--- config.mk ---
export PLATFORM = sky130hd
export DESIGN_NAME = caption_hex_payload_expander_flat
export DESIGN_NICKNAME = d
export VERILOG_FILES = /design/src/hw/rtl/chpe_pkg.sv /design/src/hw/rtl/chpe_in_if.sv /design/src/hw/rtl/chpe_out_if.sv /design/src/hw/rtl/caption_hex_payload_expander.sv /design/src/flat_wrapper.sv
export SDC_FILE = /design/constraint.sdc
export NUM_CORES = 1
export LEC_CHECK = 0
export ABC_AREA = 1
export BUFFER_PORTS_ARGS = -buffer_cell sky130_fd_sc_hd__buf_2
export CELL_PAD_IN_SITES_DETAIL_PLACEMENT = 0
export CELL_PAD_IN_SITES_GLOBAL_PLACEMENT = 1
export CORE_UTILIZATION = 39
export DETAILED_ROUTE_END_ITERATION = 16
export PLACE_DENSITY_LB_ADDON = 0.2
export RECOVER_POWER = 100
export SLEW_MARGIN = 5
export SYNTH_ARGS = -nofsm -noshare
export SYNTH_HDL_FRONTEND = slang
export SYNTH_SLANG_ARGS = --single-unit
--- constraint.sdc ---
create_clock -name clk -period 1.9 [get_ports clk]
set_input_delay 0 -clock clk [delete_from_list [all_inputs] [get_ports clk]]
set_output_delay 0 -clock clk [all_outputs]
set_load 0.01 [all_outputs]
--- src/hw/rtl/chpe_pkg.sv ---
// chpe_pkg: shared types and constants for the caption hex payload expander
// depends on nothing; used by the channel interfaces and the top level

package chpe_pkg;

	localparam int unsigned SymW  = 8;
	localparam int unsigned ByteW = 8;
	localparam int unsigned LenW  = 5;   // longest run is nine triples, 27 bytes

	typedef enum logic [1:0] {
		ERR_NONE     = 2'd0,
		ERR_UNKNOWN  = 2'd1,
		ERR_LONE_HEX = 2'd2
	} err_code_t;

	// work decoded from one accepted character
	typedef struct packed {
		logic              err2;      // lone digit error result goes first
		logic              body_err;  // body is a single unrecognized-character result
		logic [LenW-1:0]   body_len;  // byte results in the body; 1 for an error body
		logic [ByteW-1:0]  b0;
		logic [ByteW-1:0]  b1;
		logic [ByteW-1:0]  b2;
	} job_t;

endpackage

--- src/hw/rtl/chpe_in_if.sv ---
// chpe_in_if: input channel carrying one payload character per beat
// depends on chpe_pkg

interface chpe_in_if import chpe_pkg::*; ();
	logic            valid;
	logic            ready;
	logic [SymW-1:0] symbol;
	logic            token_end;

	modport source (output valid, output symbol, output token_end, input ready);
	modport sink (input valid, input symbol, input token_end, output ready);
endinterface

--- src/hw/rtl/chpe_out_if.sv ---
// chpe_out_if: output channel carrying one decoded result per beat
// depends on chpe_pkg

interface chpe_out_if import chpe_pkg::*; ();
	logic             valid;
	logic             ready;
	logic             byte_valid;
	logic [ByteW-1:0] out_byte;
	err_code_t        error_code;
	logic             run_last;

	modport source (output valid, output byte_valid, output out_byte, output error_code,
		output run_last, input ready);
	modport sink (input valid, input byte_valid, input out_byte, input error_code,
		input run_last, output ready);
endinterface

--- src/hw/rtl/caption_hex_payload_expander.sv ---
// caption_hex_payload_expander: decodes a compressed caption payload token
// a character's first result passes the expansion stage, then the output register
// throughput: one character per cycle if the output is not stalled and each
//   yields one result at most; further results keep the expansion stage busy
// arst_n clears the held digit, expansion stage state and output valid, not data
// depends on chpe_pkg, chpe_in_if, chpe_out_if

module caption_hex_payload_expander import chpe_pkg::*; (
	input  logic           clk,
	input  logic           arst_n,
	chpe_in_if.sink        chars,
	chpe_out_if.source     results
);

	localparam logic [SymW-1:0] ChG = 8'h47;
	localparam logic [SymW-1:0] ChO = 8'h4F;
	localparam logic [SymW-1:0] ChP = 8'h50;
	localparam logic [SymW-1:0] ChQ = 8'h51;
	localparam logic [SymW-1:0] ChR = 8'h52;
	localparam logic [SymW-1:0] ChS = 8'h53;
	localparam logic [SymW-1:0] ChT = 8'h54;
	localparam logic [SymW-1:0] ChU = 8'h55;
	localparam logic [SymW-1:0] ChZ = 8'h5A;

	// held digit
	logic       pend_q;
	logic [3:0] nib_q;

	// expansion stage
	logic            valid_s1;
	job_t            job_s1;
	logic [LenW-1:0] rem_s1;
	logic [1:0]      phase_s1;
	logic            err2_s1;

	// output register
	logic             ovalid_q;
	logic             obv_q;
	logic [ByteW-1:0] obyte_q;
	err_code_t        oerr_q;
	logic             olast_q;

	// decode
	logic            is_hex;
	logic [3:0]      hex_val;
	job_t            body;
	job_t            job_d;
	logic            job_has;
	logic [3:0]      run_k;
	logic            accept;

	always_comb begin
		is_hex  = 1'b0;
		hex_val = '0;
		if (chars.symbol >= 8'h30 && chars.symbol <= 8'h39) begin
			is_hex  = 1'b1;
			hex_val = chars.symbol[3:0];
		end else if ((chars.symbol >= 8'h41 && chars.symbol <= 8'h46) ||
				(chars.symbol >= 8'h61 && chars.symbol <= 8'h66)) begin
			is_hex  = 1'b1;
			hex_val = chars.symbol[3:0] + 4'd9;
		end
	end

	assign run_k = 4'(chars.symbol - 8'h46);

	// expansion of a non-hex character
	always_comb begin
		body = '0;
		if (chars.symbol >= ChG && chars.symbol <= ChO) begin
			body.body_len = 5'({run_k, 1'b0}) + 5'(run_k);
			body.b0       = 8'hFA;
		end else begin
			unique case (chars.symbol)
				ChP: begin
					body.body_len = 5'd3;
					body.b0 = 8'hFB; body.b1 = 8'h80; body.b2 = 8'h80;
				end
				ChQ: begin
					body.body_len = 5'd3;
					body.b0 = 8'hFC; body.b1 = 8'h80; body.b2 = 8'h80;
				end
				ChR: begin
					body.body_len = 5'd3;
					body.b0 = 8'hFD; body.b1 = 8'h80; body.b2 = 8'h80;
				end
				ChS: begin
					body.body_len = 5'd2;
					body.b0 = 8'h96; body.b1 = 8'h69;
				end
				ChT: begin
					body.body_len = 5'd2;
					body.b0 = 8'h61; body.b1 = 8'h01;
				end
				ChU: begin
					body.body_len = 5'd3;
					body.b0 = 8'hE1;
				end
				ChZ: begin
					body.body_len = 5'd1;
				end
				default: begin
					body.body_err = 1'b1;
					body.body_len = 5'd1;
				end
			endcase
		end
	end

	always_comb begin
		job_d   = '0;
		job_has = 1'b1;
		priority if (pend_q && is_hex) begin
			job_d.body_len = 5'd1;
			job_d.b0       = {nib_q, hex_val};
		end else if (pend_q) begin
			job_d      = body;
			job_d.err2 = 1'b1;
		end else if (is_hex) begin
			job_d.err2 = 1'b1;
			job_has    = chars.token_end;
		end else begin
			job_d = body;
		end
	end

	// emit side of the expansion stage
	logic             emit_fire;
	logic             emit_last;
	logic             e_bv;
	logic [ByteW-1:0] e_byte;
	err_code_t        e_err;

	always_comb begin
		e_bv   = 1'b0;
		e_byte = '0;
		e_err  = ERR_NONE;
		priority if (err2_s1) begin
			e_err     = ERR_LONE_HEX;
			emit_last = (rem_s1 == '0);
		end else if (job_s1.body_err) begin
			e_err     = ERR_UNKNOWN;
			emit_last = 1'b1;
		end else begin
			e_bv = 1'b1;
			unique case (phase_s1)
				2'd0:    e_byte = job_s1.b0;
				2'd1:    e_byte = job_s1.b1;
				default: e_byte = job_s1.b2;
			endcase
			emit_last = (rem_s1 == 5'd1);
		end
	end

	assign emit_fire    = valid_s1 && (!ovalid_q || results.ready);
	assign chars.ready  = !valid_s1 || (emit_fire && emit_last);
	assign accept       = chars.valid && chars.ready;

	always_ff @(posedge clk or negedge arst_n) begin
		if (!arst_n) begin
			pend_q <= 1'b0;
			nib_q  <= '0;
		end else if (accept) begin
			if (!pend_q && is_hex && !chars.token_end) begin
				pend_q <= 1'b1;
				nib_q  <= hex_val;
			end else begin
				pend_q <= 1'b0;
				nib_q  <= '0;
			end
		end
	end

	always_ff @(posedge clk or negedge arst_n) begin
		if (!arst_n) begin
			valid_s1 <= 1'b0;
			err2_s1  <= 1'b0;
			rem_s1   <= '0;
			phase_s1 <= '0;
		end else if (accept && job_has) begin
			valid_s1 <= 1'b1;
			err2_s1  <= job_d.err2;
			rem_s1   <= job_d.body_len;
			phase_s1 <= '0;
		end else if (emit_fire) begin
			if (emit_last) begin
				valid_s1 <= 1'b0;
			end
			if (err2_s1) begin
				err2_s1 <= 1'b0;
			end else begin
				rem_s1   <= rem_s1 - 5'd1;
				phase_s1 <= (phase_s1 == 2'd2) ? 2'd0 : phase_s1 + 2'd1;
			end
		end
	end

	always_ff @(posedge clk) begin
		if (accept && job_has) begin
			job_s1 <= job_d;
		end
	end

	always_ff @(posedge clk or negedge arst_n) begin
		if (!arst_n) begin
			ovalid_q <= 1'b0;
		end else if (emit_fire) begin
			ovalid_q <= 1'b1;
		end else if (results.ready) begin
			ovalid_q <= 1'b0;
		end
	end

	always_ff @(posedge clk) begin
		if (emit_fire) begin
			obv_q   <= e_bv;
			obyte_q <= e_byte;
			oerr_q  <= e_err;
			olast_q <= emit_last;
		end
	end

	assign results.valid      = ovalid_q;
	assign results.byte_valid = obv_q;
	assign results.out_byte   = obyte_q;
	assign results.error_code = oerr_q;
	assign results.run_last   = olast_q;

endmodule

--- src/flat_wrapper.sv ---
// flat-port wrapper written by rule: the top's interface ports become plain ports
module caption_hex_payload_expander_flat import chpe_pkg::*;
  (clk, arst_n, chars_valid, chars_symbol, chars_token_end, chars_ready, results_valid, results_byte_valid, results_out_byte, results_error_code, results_run_last, results_ready);
  chpe_in_if chars_i ();
  chpe_out_if results_i ();
  input  logic clk;
  input  logic arst_n;
  input wire logic [$bits(chars_i.valid)-1:0] chars_valid;
  input wire logic [$bits(chars_i.symbol)-1:0] chars_symbol;
  input wire logic [$bits(chars_i.token_end)-1:0] chars_token_end;
  output wire logic [$bits(chars_i.ready)-1:0] chars_ready;
  output wire logic [$bits(results_i.valid)-1:0] results_valid;
  output wire logic [$bits(results_i.byte_valid)-1:0] results_byte_valid;
  output wire logic [$bits(results_i.out_byte)-1:0] results_out_byte;
  output wire logic [$bits(results_i.error_code)-1:0] results_error_code;
  output wire logic [$bits(results_i.run_last)-1:0] results_run_last;
  input wire logic [$bits(results_i.ready)-1:0] results_ready;
  assign chars_i.valid = chars_valid;
  assign chars_i.symbol = chars_symbol;
  assign chars_i.token_end = chars_token_end;
  assign chars_ready = chars_i.ready;
  assign results_valid = results_i.valid;
  assign results_byte_valid = results_i.byte_valid;
  assign results_out_byte = results_i.out_byte;
  assign results_error_code = results_i.error_code;
  assign results_run_last = results_i.run_last;
  assign results_i.ready = results_ready;
  caption_hex_payload_expander u_core (.clk(clk), .arst_n(arst_n), .chars(chars_i), .results(results_i));
endmodule
Word-level counts from Yosys, hierarchy flattened
Cells that the tools add are included.
{ "word_totals": {"register_bits": 52, "output_inout_bits": 14, "wordCells": 110} }
{ "classes": {"addsub": 5, "order_cmp": 8, "eq_ne": 11, "mux": 41, "reduce_logical": 30} }
{ "ops": {"columns": ["op", "count"], "rows": [
  ["== test 8 x 7 -> 1 bit, second input constant", 7],
  ["one-hot mux 8 bit (6 select lines)", 1],
  ["two-way mux 31 bit", 1],
  ["two-way mux 30 bit", 1],
  ["two-way mux 13 bit", 2],
  ["greater-or-equal comparator 8 x 7 -> 1 bit, second input constant", 3],
  ["less-or-equal comparator 8 x 7 -> 1 bit, second input constant", 3],
  ["one-hot mux 8 bit (3 select lines)", 1],
  ["two-way mux 1 bit", 20],
  ["two-way mux 16 bit", 1],
  ["one-hot mux 8 bit (2 select lines)", 1],
  ["two-way mux 5 bit", 3],
  ["two-way mux 4 bit", 3],
  ["logical AND 1 bit", 11],
  ["two-way mux 2 bit", 5],
  ["greater-or-equal comparator 8 x 6 -> 1 bit, second input constant", 1],
  ["less-or-equal comparator 8 x 6 -> 1 bit, second input constant", 1],
  ["two-way mux 8 bit", 1],
  ["OR reduction 7 bit", 1],
  ["nonzero test 2 bit", 3],
  ["adder 5 x 4 -> 5 bit", 1],
  ["== test 5 x 1 -> 1 bit, second input constant", 1],
  ["zero test 5 bit", 1],
  ["subtractor 5 x 1 -> 5 bit, second input constant", 1],
  ["other kinds (14)", 21]
]} }

Depth between registers and ports, before layout
{ "depth": {"ltp_word": 11, "ltp_mapped": 15, "ltp_nobuf": 14} }

Least setup slack after synthesis
OpenSTA, ideal clock, no wires.
{ "synth_timing": {"path_type": "input-to-reg", "startpoint": "input port chars_symbol[1]", "endpoint": "register u_core.job_s1[14] (netlist bit), enable pin", "setup_ns": 0.355, "arrival_time_ns": 1.688, "t_required_ns": 1.545, "slack_ns": -0.142, "stages": 12, "path_cell_list": "inv_1 ha_1 inv_1 nand3_1 nand3_4 nand2_4 ha_1 clkbuf_1 nor2_1 nand3_4 nand2_4 inv_1"} }
{ "synth_between": {"elab_chain_cells": 9, "word_cells_on_any_way": 17, "cone_classes": "order compare: 6; mux: 5; reduce/logical: 6"} }
{ "synth_rtl": {"columns": ["element", "line_no", "source"], "rows": [
  ["from (decl)", "flat_wrapper.sv:9", "input wire logic [$bits(chars_i.symbol)-1:0] chars_symbol;"],
  ["greater-or-equal comparator 8 x 7 -> 1 bit (tied with other cells)", "caption_hex_payload_expander.sv:58", "end else if ((chars.symbol >= 8'h41 && chars.symbol <= 8'h46) ||"],
  ["logical AND 1 bit (on tied branches)", "caption_hex_payload_expander.sv:58, caption_hex_payload_expander.sv:59", null],
  ["logical OR 1 bit", "caption_hex_payload_expander.sv:58", null],
  ["two-way mux 1 bit", "caption_hex_payload_expander.sv:58", null],
  ["two-way mux 1 bit *", "caption_hex_payload_expander.sv:55", "if (chars.symbol >= 8'h30 && chars.symbol <= 8'h39) begin"],
  ["two-way mux 1 bit", "caption_hex_payload_expander.sv:119", "end else if (is_hex) begin"],
  ["two-way mux 1 bit", "caption_hex_payload_expander.sv:116", "end else if (pend_q) begin"],
  ["two-way mux 1 bit *", "caption_hex_payload_expander.sv:113", "priority if (pend_q && is_hex) begin"],
  ["logical AND 1 bit *", "caption_hex_payload_expander.sv:199", "if (accept && job_has) begin"],
  ["to (signal assigned)", "caption_hex_payload_expander.sv:200", "job_s1 <= job_d;"],
  ["to (decl)", "caption_hex_payload_expander.sv:31", "job_t job_s1;"]
]} }
Mark *: on every way between the ends. The rest lies on a longest branch, timed or not.
A chain may end at the register's enable or synchronous reset.

Worst setup path after layout
{ "layout_timing": {"startpoint": "register u_core.rem_s1[1]", "endpoint": "register u_core.job_s1[16] (netlist bit), enable pin"} }
{ "layout_between": {"elab_chain_cells": 7, "word_cells_on_any_way": 8, "cone_classes": "eq/ne: 1; mux: 2; reduce/logical: 5"} }
{ "layout_rtl": {"columns": ["element", "line_no", "source"], "rows": [
  ["from (decl)", "caption_hex_payload_expander.sv:32", "logic [LenW-1:0] rem_s1;"],
  ["from (signal assigned)", "caption_hex_payload_expander.sv:183", "rem_s1 <= job_d.body_len;"],
  ["from (signal assigned)", "caption_hex_payload_expander.sv:192", "rem_s1 <= rem_s1 - 5'd1;"],
  ["== test 5 x 1 -> 1 bit", "caption_hex_payload_expander.sv:151", "emit_last = (rem_s1 == 5'd1);"],
  ["two-way mux 1 bit", "caption_hex_payload_expander.sv:141", "end else if (job_s1.body_err) begin"],
  ["two-way mux 1 bit *", "caption_hex_payload_expander.sv:138", "priority if (err2_s1) begin"],
  ["logical AND 1 bit *", "caption_hex_payload_expander.sv:156", "assign chars.ready = !valid_s1 || (emit_fire && emit_last);"],
  ["logical OR 1 bit *", "caption_hex_payload_expander.sv:156", null],
  ["logical AND 1 bit *", "caption_hex_payload_expander.sv:157", "assign accept = chars.valid && chars.ready;"],
  ["logical AND 1 bit *", "caption_hex_payload_expander.sv:199", null]
]} }
Marks and branches as above.

==> metrics.md <==
| Metric | Value |
|---|---|
| Layout Skew | about 0.0096 ns |
| Antenna violations before repair | 0 |
| DR vias | 1946 |
| Mux contribution to synthesized area | 0% |
| Fin area | between 2000 and 3000 um^2 |
| Minimum clock period | ~1.7 ns |
| First-pass GRT wire length | 8450 um |
| GRT overflow | 0 |
| Vias per cell | about 4.7 |
| Place WS | roughly 0.062 ns |
| Worst setup path class | register to register |
| Yosys warns | 0 |
| Port-buffer cells | 26 |
| Req. time, crit path | about 1.9 ns |
| Core area | 5960 um^2 |
| Sequential share of the synthesized area | 45.1% |
| Dpl hpwl | 4010 um |
| Pin count of the biggest net entering global routing | 16 |
| Synthesized area | ~2400 um^2 |
| Min-Delay Path Class | input pin to register |
| CP Data Arrival Time | 1.75 ns |
| Power Dens Cells | roughly 1100 nW/um^2 |
| # diodes | 0 |
| DIE AREA | ~6500 um^2 |
| Worst-Skew Late Latency | ~0.29 ns |
| Cell type with the largest total area after synthesis | edfxtp_1 |
| Period utilization | approximately 92% |
| Startpoint Class | register |
| Finished Core Util | between 40% and 50% |
| Status | complete, no violations |
| Overall Global Routing Usage | between 10% and 20% |
| Clk slew on worst S/H paths | approximately 0.080 ns |
| Clk root buf | clkbuf_8 |
| Vias in the first global route | roughly 1.9k |
| Max-Cap Viols | 0 |
| XOR/XNOR Fraction of Synth Area | between 2 and 2.5% |
| Num Clock Sinks | 39 |
| Synth Area in Simple Gates | 27.9% |
| Final WS setup | ~0.15 ns |
| Reg2Reg Setup Slack | 0.15 ns |
| Critical Path End Type | register |
| Initial core utilization | 40.8% |
| Post-Place Cell Area | around 2800 um^2 |
| Fin Hold WS | between 0.1 and 0.15 ns |
| Synth area leaders | edfxtp_1 (30%), dfrtp_1 (15%), nand2_1 (11%) |
| Crit Path Max Fanout | 15 |
| Boundary Pins | 27 |
| Drt pass-1 iters | 4 |
| Adder-cell share of the synthesized area | a little over 6% |
| Max Slew Vio Count | 0 |
| Worst-Margin Slew | 0.845 ns |
| CTS Buffer Depth | 2 |
| Residual DRC count | 0 |
| Htree depth | 2 |
| Post-Syn Instances | 287 |
| Area grow syn2layout | 19.8% |
| Compound-Gate Fraction of Synth Area | roughly a tenth |
| Die Y | slightly above 80 um |
| Non-Filler Instances | between 400 and 500 |
| Post-route ant nets | 0 |
| Syn nets | between 300 and 400 |
| Post-synthesis register bit count | 39 |
| Layout cell share with drive strength beyond 1 | 21.2% |
| Avg Cell Area, Syn | around 8.5 um^2 |
| Tot Pwr | between 3 and 4 mW |
| Max-slew headroom | between 40% and 50% |
| Peak supply drop | 0.633 mV |
| Final Hold Vio Count | 0 |
| Final Setup Violations | 0 |
| P_leak | approximately 1.3 nW |
| Synth cell types | 32 |
| Routability congestion estimate | 0.813 |
| Setup TNS | 0 ns |
| Wirelength per Cell | roughly 12 um |
| CTS tree | done |
| Nets | ~360 |
| CTS buffer count | 5 |
| Die Wd | approximately 81 um |
| Final wirelength | just under 5000 um |
| Dpl cells | roughly 400 |
| Largest family of logic cells by synthesized area | simple AND/OR/NAND/NOR gates |
| RSZ-0062 raised after global routing | no |
| Fmax | about 570 MHz |
| Synth top area share | a little under 30% |
| DRT iter0 DRCs | 75 |
| Row cnt | 28 |
path summary, 6_finish.rpt:
path                       depth (start not counted)             start                 to
setup / recovery                                   9  u_core.rem_s1[1]  u_core.job_s1[16]
hold / removal                                     4       chars_valid    u_core.nib_q[0]
setup reg to reg                                   9  u_core.rem_s1[1]  u_core.job_s1[16]
hold reg to reg                                    2   u_core.nib_q[0]    u_core.nib_q[0]
max in group asynchronous                          2            arst_n    u_core.nib_q[3]
min in group asynchronous                          2            arst_n   u_core.rem_s1[0]
state kept, by name, indices dropped and copies added (netlist names):
register and cells:
u_core.err2_s1 1, u_core.pend_q 1, u_core.results.error_code 2, u_core.results.out_byte 8, u_core.phase_s1 2, u_core.valid_s1 1, u_core.rem_s1 5, u_core.results.byte_valid 1
u_core.results.valid 1, u_core.results.run_last 1, u_core.job_s1 12, u_core.nib_q 4
Yosys cell counts:
cell,count
a21oi_1,12
a21oi_2,1
a21oi_4,1
and2_1,1
buf_4,2
buf_8,1
clkbuf_1,1
clkinv_1,1
dfrtp_1,15
edfxtp_1,24
ha_1,12
inv_1,38
inv_2,5
nand2_1,68
nand2_2,6
nand2_4,3
nand3_1,20
nand3_2,4
nand3_4,2
nand3b_1,2
nand4_2,1
nor2_1,23
nor2_2,2
nor2_4,2
nor3_1,4
o211ai_1,2
o21ai_0,16
o21ai_1,7
o21ai_2,3
o22ai_1,2
xnor2_1,4
xor2_1,2
routing by layer:
metal | global-route usage [%] | part of all wire, % | vias to the layer above
met5 | 0 | 0 | -
met4 | 6.07 | 1.7 | 0
met3 | 3.15 | 3.4 | 7
met2 | 28.5 | 49 | 35
met1 | 21.4 | 46 | 866
li1 | - | - | 1038
logic make-up (layout without fill, tap and decap cells):
kind of cell | Yosys count | count (layout)
simple gates | 138 | 138
buf+inv | 48 | 101
compound gates | 44 | 44
flops | 39 | 39
fa+ha+maj | 12 | 12
xor+xnor | 6 | 6
critical path: stages, from the launching register on:
cell        delay, ns
dfrtp_1          0.40
inv_2            0.09
ha_1             0.16
nor2_1           0.05
a21oi_2          0.12
nand3_2          0.12
a21oi_4          0.21
nand2_4          0.08
clkinvlp_4       0.08
buf_12           0.13
timing repair:
| item | CTS | global route |
|---|---|---|
| hold endpoints to repair | 16 | 0 |
| resized for setup | 0 | 2 |
| hold buffers | 2 | 0 |
| endpoints found under the setup margin | 0 | 19 |
| buffers inserted | 0 | 2 |
area by class of cell:
type	instances	area [um^2]
Fill cell	625	3050
Multi-Input combinational cell	200	1140
Sequential cell	39	1100
Timing Repair Buffer	49	288
Inverter	44	170
Tap cell	75	93.8
Clock buffer	6	82.6
Clock inverter	2	35.0
power breakdown:
part           switching [mW]  internal [mW]  total (mW)
registers               0.112           1.22        1.33
clock network           0.283          0.425       0.708
logic                   0.790          0.472        1.26
total                    1.19           2.11        3.30
layout by cell type, fill, tap and decap left out, drive strengths merged, types with 2 or more instances in the layout:
master | netlist | routed
clkbuf | 1 | 25
nand3 | 26 | 26
nand2 | 77 | 77
o211ai | 2 | 2
nor3 | 4 | 4
edfxtp | 24 | 24
dlygate4sd3 | 0 | 2
nand3b | 2 | 2
a21oi | 14 | 14
o22ai | 2 | 2
clkinvlp | 0 | 2
buf | 3 | 28
inv | 43 | 42
o21ai | 26 | 26
xnor2 | 4 | 4
dfrtp | 15 | 15
ha | 12 | 12
xor2 | 2 | 2
nor2 | 27 | 27
Note: power is estimated with default switching activity, not from simulation.
